<file path="src/hdl/dpd_pkg.sv">
// Shared types, character codes and the hex digit decoder for the debug packet deframer.
`timescale 1ns / 1ps

package dpd_pkg;

    localparam logic [7:0] CH_START = 8'h24;
    localparam logic [7:0] CH_HASH  = 8'h23;
    localparam logic [7:0] CH_ACK   = 8'h2B;
    localparam logic [7:0] CH_NAK   = 8'h2D;
    localparam logic [7:0] CH_INTR  = 8'h03;

    typedef enum logic [2:0] {
        EV_PAYLOAD = 3'd0,
        EV_GOOD    = 3'd1,
        EV_BAD     = 3'd2,
        EV_INTR    = 3'd3,
        EV_RESTART = 3'd4
    } event_kind_t;

    typedef struct packed {
        logic        valid;
        event_kind_t kind;
        logic [7:0]  payload;
        logic [7:0]  ack;
    } dpd_event_t;

    function automatic logic [3:0] hex_value(input logic [7:0] c);
        logic [3:0] v;
        v = 4'd0;
        if (c >= 8'h30 && c <= 8'h39)
        begin
            v = c[3:0];
        end
        else if ((c >= 8'h61 && c <= 8'h66) || (c >= 8'h41 && c <= 8'h46))
        begin
            v = 4'(c[3:0] + 4'd9);
        end
        return v;
    endfunction

endpackage

</file>
<file path="src/hdl/dpd_core.sv">
// Packet framing state machine: phase, running checksum and result decode for one byte.
`timescale 1ns / 1ps

module dpd_core
    import dpd_pkg::*;
(
    input  logic       clk,
    input  logic       rst_n,
    input  logic       step,
    input  logic [7:0] rx_byte,
    input  logic       chunk_end,
    output dpd_event_t ev
);

    typedef enum logic [1:0] {
        PH_HUNT  = 2'd0,
        PH_BODY  = 2'd1,
        PH_CSUM1 = 2'd2,
        PH_CSUM2 = 2'd3
    } phase_t;

    phase_t     phase_reg, phase_next;
    logic [7:0] sum_reg, sum_next;
    logic [3:0] chigh_reg, chigh_next;

    always_comb
    begin
        phase_next = phase_reg;
        sum_next   = sum_reg;
        chigh_next = chigh_reg;
        ev         = '{valid: 1'b0, kind: EV_PAYLOAD, payload: 8'd0, ack: 8'd0};
        unique case (phase_reg)
            PH_HUNT:
            begin
                if (rx_byte == CH_START)
                begin
                    phase_next = PH_BODY;
                    sum_next   = 8'd0;
                end
                else if (rx_byte == CH_INTR)
                begin
                    ev.valid = 1'b1;
                    ev.kind  = EV_INTR;
                end
            end
            PH_BODY:
            begin
                if (rx_byte == CH_START)
                begin
                    sum_next = 8'd0;
                    ev.valid = 1'b1;
                    ev.kind  = EV_RESTART;
                end
                else if (rx_byte == CH_HASH)
                begin
                    phase_next = PH_CSUM1;
                end
                else
                begin
                    sum_next   = sum_reg + rx_byte;
                    ev.valid   = 1'b1;
                    ev.kind    = EV_PAYLOAD;
                    ev.payload = rx_byte;
                end
            end
            PH_CSUM1:
            begin
                chigh_next = hex_value(rx_byte);
                phase_next = PH_CSUM2;
            end
            PH_CSUM2:
            begin
                ev.valid   = 1'b1;
                phase_next = PH_HUNT;
                if ({chigh_reg, hex_value(rx_byte)} == sum_reg)
                begin
                    ev.kind = EV_GOOD;
                    ev.ack  = CH_ACK;
                end
                else
                begin
                    ev.kind = EV_BAD;
                    ev.ack  = CH_NAK;
                end
            end
            default:
            begin
                phase_next = PH_HUNT;
            end
        endcase
        // drop any partial packet at the end of a chunk
        if (chunk_end && phase_next != PH_HUNT)
        begin
            phase_next = PH_HUNT;
            sum_next   = 8'd0;
            chigh_next = 4'd0;
        end
    end

    always_ff @(posedge clk or negedge rst_n)
    begin
        if (!rst_n)
        begin
            phase_reg <= PH_HUNT;
            sum_reg   <= 8'd0;
            chigh_reg <= 4'd0;
        end
        else if (step)
        begin
            phase_reg <= phase_next;
            sum_reg   <= sum_next;
            chigh_reg <= chigh_next;
        end
    end

endmodule

</file>
<file path="src/hdl/debug_packet_deframer.sv">
// A byte passes through the input stage register and then the result register before its result is offered.
// Throughput: one byte per cycle while m_tready does not stall the output; the framing state update is a single pass.
// Input stage and result register each hold one transfer; both stall on m_tready.
// Reset (rst_n low, asynchronous) empties both stages and returns to hunting
// with the running sum and checksum digit cleared.
`timescale 1ns / 1ps

module debug_packet_deframer
    import dpd_pkg::*;
(
    input  logic        clk,
    input  logic        rst_n,
    input  logic        s_tvalid,
    output logic        s_tready,
    input  logic [7:0]  s_tdata,   // [7:0] rx_byte
    input  logic        s_tlast,   // chunk_end
    output logic        m_tvalid,
    input  logic        m_tready,
    output logic [15:0] m_tdata,   // [7:0] payload_byte, [15:8] ack_char
    output logic [2:0]  m_tuser    // [2:0] event_kind
);

    logic        in_valid_reg;
    logic [7:0]  in_byte_reg;
    logic        in_last_reg;
    logic        out_valid_reg;
    event_kind_t out_kind_reg;
    logic [7:0]  out_payload_reg;
    logic [7:0]  out_ack_reg;
    logic        advance;
    logic        step;
    dpd_event_t  ev;

    assign advance  = !out_valid_reg || m_tready;
    assign step     = in_valid_reg && advance;
    assign s_tready = !in_valid_reg || advance;

    dpd_core u_core (
        .clk       (clk),
        .rst_n     (rst_n),
        .step      (step),
        .rx_byte   (in_byte_reg),
        .chunk_end (in_last_reg),
        .ev        (ev)
    );

    always_ff @(posedge clk or negedge rst_n)
    begin
        if (!rst_n)
        begin
            in_valid_reg  <= 1'b0;
            out_valid_reg <= 1'b0;
        end
        else
        begin
            if (s_tready)
            begin
                in_valid_reg <= s_tvalid;
            end
            if (advance)
            begin
                out_valid_reg <= step && ev.valid;
            end
        end
    end

    always_ff @(posedge clk)
    begin
        if (s_tready && s_tvalid)
        begin
            in_byte_reg <= s_tdata;
            in_last_reg <= s_tlast;
        end
        if (step && ev.valid)
        begin
            out_kind_reg    <= ev.kind;
            out_payload_reg <= ev.payload;
            out_ack_reg     <= ev.ack;
        end
    end

    assign m_tvalid = out_valid_reg;
    assign m_tuser  = out_kind_reg;
    assign m_tdata  = {out_ack_reg, out_payload_reg};

`ifndef NO_ASSERTIONS
    assert property (@(posedge clk) disable iff (!rst_n)
        (in_valid_reg && !advance) |-> !s_tready)
        else $error("input stage overwritten while stalled");

    assert property (@(posedge clk) disable iff (!rst_n)
        (m_tvalid && !m_tready) |=> (m_tvalid && $stable(m_tdata) && $stable(m_tuser)))
        else $error("pending result changed before transfer");

    assert property (@(posedge clk) disable iff (!rst_n)
        (m_tvalid && m_tuser != EV_PAYLOAD) |-> (m_tdata[7:0] == 8'd0))
        else $error("payload byte set on a non-payload result");

    assert property (@(posedge clk) disable iff (!rst_n)
        (m_tvalid && (m_tuser == EV_GOOD || m_tuser == EV_BAD))
            |-> (m_tdata[15:8] == CH_ACK || m_tdata[15:8] == CH_NAK))
        else $error("end result without acknowledge character");
`endif

endmodule
</file>
<file path="config.mk">
export PLATFORM = sky130hd
export DESIGN_NAME = debug_packet_deframer
export DESIGN_NICKNAME = d
export VERILOG_FILES = /design/src/hdl/dpd_pkg.sv /design/src/hdl/dpd_core.sv /design/src/hdl/debug_packet_deframer.sv
export SDC_FILE = /design/constraint.sdc
export NUM_CORES = 1
export LEC_CHECK = 0
export ABC_CLOCK_PERIOD_IN_PS = 2590
export BUFFER_PORTS_ARGS = -buffer_cell sky130_fd_sc_hd__buf_4
export CAP_MARGIN = 25
export CORE_MARGIN = 2
export CORE_UTILIZATION = 40
export CTS_CLUSTER_DIAMETER = 50
export DETAILED_ROUTE_END_ITERATION = 6
export PLACE_DENSITY_LB_ADDON = 0.2
export SYNTH_ARGS = -nofsm -noshare
export SYNTH_HDL_FRONTEND = slang
export SYNTH_HIERARCHICAL = 1
export SYNTH_SLANG_ARGS = --single-unit
</file>
<file path="constraint.sdc">
create_clock -name clk -period 2.59 [get_ports clk]
set_input_delay 0.1295 -clock clk [delete_from_list [all_inputs] [get_ports clk]]
set_output_delay 0.1295 -clock clk [all_outputs]
set_load 0.02 [all_outputs]
</file>
==> impl_results.md, run 1 <==
- Detailed Routing Iterations Pass 1: 4
- Req. time, crit path: 2.65 ns
- Post-synth EDFFs: 28
- Commonest non-fill, non-tap cell in the layout: buf_4
- # IOs: 34
- CTS HTree Levels: 2
- Synth area leader: edfxtp_1
- Max-slew violations: 0
- Die H: 80.6 um
- Rel. slew slack: 0.654
- Antenna Nets Post-Route: 0
- Simple-gate share of the synthesized area: 0.157
- Drt drc: 0
- Clock Pin Slew Worst Setup and Hold Paths: 0.08 ns
- Crit path launch type: flop
- Synth cell types: 52
- Combinational family with the most area after synthesis: compound AO/OA/AOI/OAI gates
- Seq/Total Area, Yosys: 0.529
- Pwr/cell area: 497 nW/um^2
- CTS Buffer Depth: 2
- Final HPWL DP: 3290 um
- Initial Util: 0.421
- Most frequent cells in the layout: buf_4, edfxtp_1, dfrtp_1
- Clock Tree Root: clkbuf_8
- Post-Route Setup TNS: 0 ns
- GRT Total Usage: 0.154
- Die width: 80.6 um
- Hold Crit Class: in2reg
- WL/cell: 14.3 um
- Post-Layout Cell Count: 314
- DRT iter0 DRCs: 157
- Crit-path max FO: 7
- Vias in the first global route: 1526
- Least-Margin Pin Slew: 0.517 ns
- Max rail drop VDD: 314 uV
- ANT cells: 0
- Share of post-route cells with drive strength above 1: 0.227
- Number of vias per cell: 5.14
- Total wire length: 4500 um
- Synth area leaders: edfxtp_1, dfrtp_1, ha_1, a22o_1, xnor2_1
- Final hold violation count: 0
- Synth Area in XOR/XNOR: 0.0411
- Syn Area/Cell: 12.0 um^2
- Largest net degree at the start of global routing: 20
- PortBufs: 33
- Area of the core: 5570 um^2
- Antenna violations before repair: 0
- Mux contribution to synthesized area: 0
- Asr flop ratio synth: 0.364
- WS Path Type: reg2reg
- Syn-to-layout area delta: 22.1%
- Status: completed
- Yosys warns: 6
- Synth Area in Adders: 0.0619
- Critical Path End Type: flop
- Synthesized flop and latch total: 44
- TritonCTS buffer count: 5
- First-pass GRT wire length: 7490 um
- Syn Inst Count: 195
- Placed Cells: 296
- Grt ovf: 0
- Final Cycle Share: 0.935
- Post-synthesis compound-gate area fraction: 0.170
- Synth Flop Type: edfxtp_1
- CTS Sinks: 44
- Yosys top cell area share: 0.359
- RSZ-0062 raised after global routing: no
- Clock Latency Late Sink: 0.30 ns
- Highest Clock Rate: 0.413 GHz
- Num rows: 27
- Routability cong.: 0.887
- CTS tree: built
- Final-stage net count: 265
- Setup violators final: 0
- Via count: 1613
- Static Leak: 1.26 nW
- WP data arrival: 2.48 ns
- Number of max-cap violations: 0
- Final Critical Period: 2.42 ns
- Full die area: 6490 um^2
- Post-CTS Setup Inserts: 0
- Synth Cell Area: 2340 um^2
- Final clock skew: 0.00584 ns
synthesized netlist by cell type, drive strengths merged (4+ instances only):
| master | n |
|---|---|
| a21oi | 8 |
| nor2 | 10 |
| edfxtp | 28 |
| ha | 10 |
| and2 | 12 |
| nor2b | 4 |
| dfrtp | 16 |
| buf | 7 |
| o21ai | 10 |
| xnor2 | 9 |
| a21o | 5 |
| a22o | 10 |
| inv | 8 |
| nand2 | 8 |
worst paths after layout:
check,endpoint,slack (ns),cells after the start,startpoint
min in group asynchronous,in_valid_reg,0.24,2,rst_n
min reg2reg,u_core/chigh_reg[3],0.51,1,u_core/chigh_reg[3]
max,m_tuser[1],0.17,8,in_byte_reg[1]
min,in_valid_reg,0.02,2,s_tvalid
max in group asynchronous,u_core/chigh_reg[0],2.15,2,rst_n
max reg2reg,m_tuser[1],0.17,8,in_byte_reg[1]
kinds of logic after synthesis:
| logic type | count (synthesis) |
|---|---|
| fa+ha+maj | 11 |
| compound gates | 54 |
| flops | 44 |
| simple gates | 57 |
| other cells | 1 |
| buf+inv | 17 |
| xor+xnor | 11 |
critical path: stages, from the launching register on:
cell       delay (ns)
edfxtp_1         0.53
inv_1            0.13
ha_1             0.26
o21bai_1         0.14
a21o_2           0.26
a211o_1          0.29
a2bb2oi_1        0.19
nand4_2          0.17
a21bo_1          0.22
metrics by stage:
stage               instance area [um^2]  utilization  setup WS [ns]  hold slack (ns)  power [W]
global route                        2860        0.514         0.0233           0.0186    0.00149
CTS                                 2840        0.509          0.145          0.00315    0.00143
floorplan                           2350            -          0.138           -0.166   0.000876
global placement                    2650        0.476          0.220           0.0111   0.000914
detailed placement                  2650        0.476          0.175          0.00891   0.000914
finish                              2860        0.514          0.168           0.0233    0.00142
repair_timing:
item / 4_1_cts / 5_1_grt
endpoints found under the hold margin: 23 / 2
gates resized for setup: 0 / 1
setup endpoints to repair: 0 / 2
hold buffers: 8 / 2
where the power goes:
group	internal [W]	switching, W	leakage [nW]
sequential	0.000759	0.0000224	0.501
clock	0.000286	0.000225	0.0552
combinational	0.0000683	0.0000618	0.703
total	0.00111	0.000309	1.26
layer usage:
metal	track usage	routed length (um)	part of all wire	up-vias
met2	0.242	2090	0.46	43
met5	0	0	0	-
li1	-	-	-	809
met4	0.0542	75	0.017	0
met1	0.208	2140	0.48	754
met3	0.0371	197	0.044	7
final cells by class:
class                      count  area, um^2
clock buffer                   6        72.6
clock inverter                 2        35.0
fill                         518        2710
inverter                       8        30.0
multi-input combinational    136        1020
sequential                    44        1240
tap                           72        90.1
timing repair buffer          46         370
(Power assumes the default switching activity.)
==> inputs of run 2 (changes only) <==
--- a/config.mk
+++ b/config.mk
@@ -13,6 +13,7 @@
 export CTS_CLUSTER_DIAMETER = 50
 export DETAILED_ROUTE_END_ITERATION = 6
 export PLACE_DENSITY_LB_ADDON = 0.2
+export SETUP_SLACK_MARGIN = 0.5
 export SYNTH_ARGS = -nofsm -noshare
 export SYNTH_HDL_FRONTEND = slang
 export SYNTH_HIERARCHICAL = 1
==> impl_results.md, run 2 (synthesis gave the netlist of run 1 again) <==
- Share of post-route cells with drive strength above 1: 0.359 (+0.132)
- Most frequent cells in the layout: buf_4, edfxtp_1, dfrtp_1
- Pwr/cell area: 496 nW/um^2 (-0.27%)
- Grt ovf: 0 (unchanged)
- CTS Sinks: 44 (unchanged)
- GRT Total Usage: 0.164 (+0.0105)
- Crit-path max FO: 5 (-2)
- Full die area: 6490 um^2 (unchanged)
- Post-Route Setup TNS: 0 ns (unchanged)
- Hold Crit Class: in2reg
- Critical Path End Type: flop
- Final-stage net count: 285 (+7.5%)
- Final HPWL DP: 3430 um (+4.3%)
- Area of the core: 5570 um^2 (unchanged)
- Syn-to-layout area delta: 34.8%
- Num rows: 27 (unchanged)
- TritonCTS buffer count: 5 (unchanged)
- Highest Clock Rate: 0.447 GHz (+8.3%)
- Commonest non-fill, non-tap cell in the layout: buf_4
- Die width: 80.6 um (unchanged)
- First-pass GRT wire length: 7980 um (+6.6%)
- WHS: 0.0221 ns (-0.00117 ns)
- Status: completed
- Die H: 80.6 um (unchanged)
- # IOs: 34 (unchanged)
- Largest net degree at the start of global routing: 20 (unchanged)
- CP cell instances: or4b_4, nor3_4, buf_4, nor2_1, o21ai_1, nand4_2, a21bo_1
- Total wire length: 5050 um (+12%)
- Initial Util: 0.421 (unchanged)
- Placed Cells: 296 (unchanged)
- ANT cells: 0 (unchanged)
- Max rail drop VDD: 376 uV (+20%)
- WS Path Type: reg2reg
- Clock Pin Slew Worst Setup and Hold Paths: 0.08 ns (about the same)
- Final Critical Period: 2.24 ns (-0.186 ns)
- Fill count: 494 (-4.6%)
- WL/cell: 15.1 um (+5.4%)
- Number of max-cap violations: 0 (unchanged)
- Vias in the first global route: 1660 (+8.8%)
- Req. time, crit path: 2.65 ns (about the same)
- Slowest cell on the critical path: or4b_4
- Drt drc: 0 (unchanged)
- Antenna violations before repair: 0 (unchanged)
- Final hold violation count: 0 (unchanged)
- DRT iter0 DRCs: 147 (-6.4%)
- RSZ-0062 raised after global routing: yes
- CTS tree: built
- CTS HTree Levels: 2 (unchanged)
- CP delay by family, top: simple AND/OR/NAND/NOR gates
- Via count: 1724 (+6.9%)
- Slowest stage delay, CP: 0.58 ns (+0.05 ns)
- Number of vias per cell: 5.16 (+0.48%)
- WP buf/inv: 1 (unchanged)
- Clock Latency Late Sink: 0.30 ns (about the same)
- Clock Tree Root: clkbuf_8
- Post-Layout Cell Count: 334 (+6.4%)
- WP data arrival: 2.29 ns (-0.19 ns)
- Static Leak: 1.38 nW (+9.5%)
- CTS Buffer Depth: 2 (unchanged)
- Antenna Nets Post-Route: 0 (unchanged)
- Routability cong.: 0.869 (-2.0%)
- Setup violators final: 0 (unchanged)
- Detailed Routing Iterations Pass 1: 4 (unchanged)
- PortBufs: 33 (unchanged)
- Max-slew violations: 0 (unchanged)
- Final Cycle Share: 0.863 (-0.0717)
- Final clock skew: 0.00930 ns (+0.00346 ns)
- Crit path launch type: flop
run 2: worst paths after layout:
| kind | start | cells after the start | endpoint | slack, ns |
|---|---|---|---|---|
| min in group asynchronous | rst_n | 2 | in_valid_reg | 0.22 |
| min | s_tvalid | 2 | in_valid_reg | 0.02 |
| max reg2reg | in_byte_reg[4] | 7 | m_tuser[1] | 0.35 |
| max in group asynchronous | rst_n | 2 | u_core/chigh_reg[2] | 2.16 |
| min reg2reg | u_core/chigh_reg[3] | 1 | u_core/chigh_reg[3] | 0.53 |
| max | in_byte_reg[4] | 7 | m_tuser[1] | 0.35 |
run 2: layer usage:
| layer | GRT usage | wire (um) |
|---|---|---|
| met4 | 0.0576 | 84 |
| met1 | 0.207 | 2160 |
| met5 | 0 | 0 |
| met2 | 0.279 | 2580 |
| met3 | 0.0337 | 222 |
run 2: metrics by stage:
stage | area, um^2 | utilization | worst slack [ns] | total power (W)
after floorplan | 2380 | - | 0.478 | 0.000880
after global placement | 2680 | 0.480 | 0.286 | 0.000917
after detailed placement | 2680 | 0.480 | 0.288 | 0.000919
after CTS | 3020 | 0.542 | 0.419 | 0.00155
after global routing | 3160 | 0.567 | 0.254 | 0.00163
final | 3160 | 0.567 | 0.354 | 0.00157
run 2: what timing repair did:
action,4_1_cts,5_1_grt
setup endpoints to repair,25,35
pin swaps,13,13
hold endpoints to repair,22,3
hold buffers,7,3
setup buffers,12,8
resized for setup,11,10
run 2: where the power goes:
part           internal (W)  switching (W)  total [W]
clock network      0.000385       0.000226   0.000611
logic             0.0000970      0.0000799   0.000177
registers          0.000759      0.0000196   0.000778
total               0.00124       0.000325    0.00157
run 2: layout make-up:
class	count	area, um^2	share of cell area
Timing Repair Buffer	66	528	0.167
Inverter	8	30.0	0.00950
Sequential cell	44	1240	0.393
Tap cell	72	90.1	0.0285
Multi-Input combinational cell	136	1140	0.360
Clock buffer	6	72.6	0.0230
Clock inverter	2	60.1	0.0190
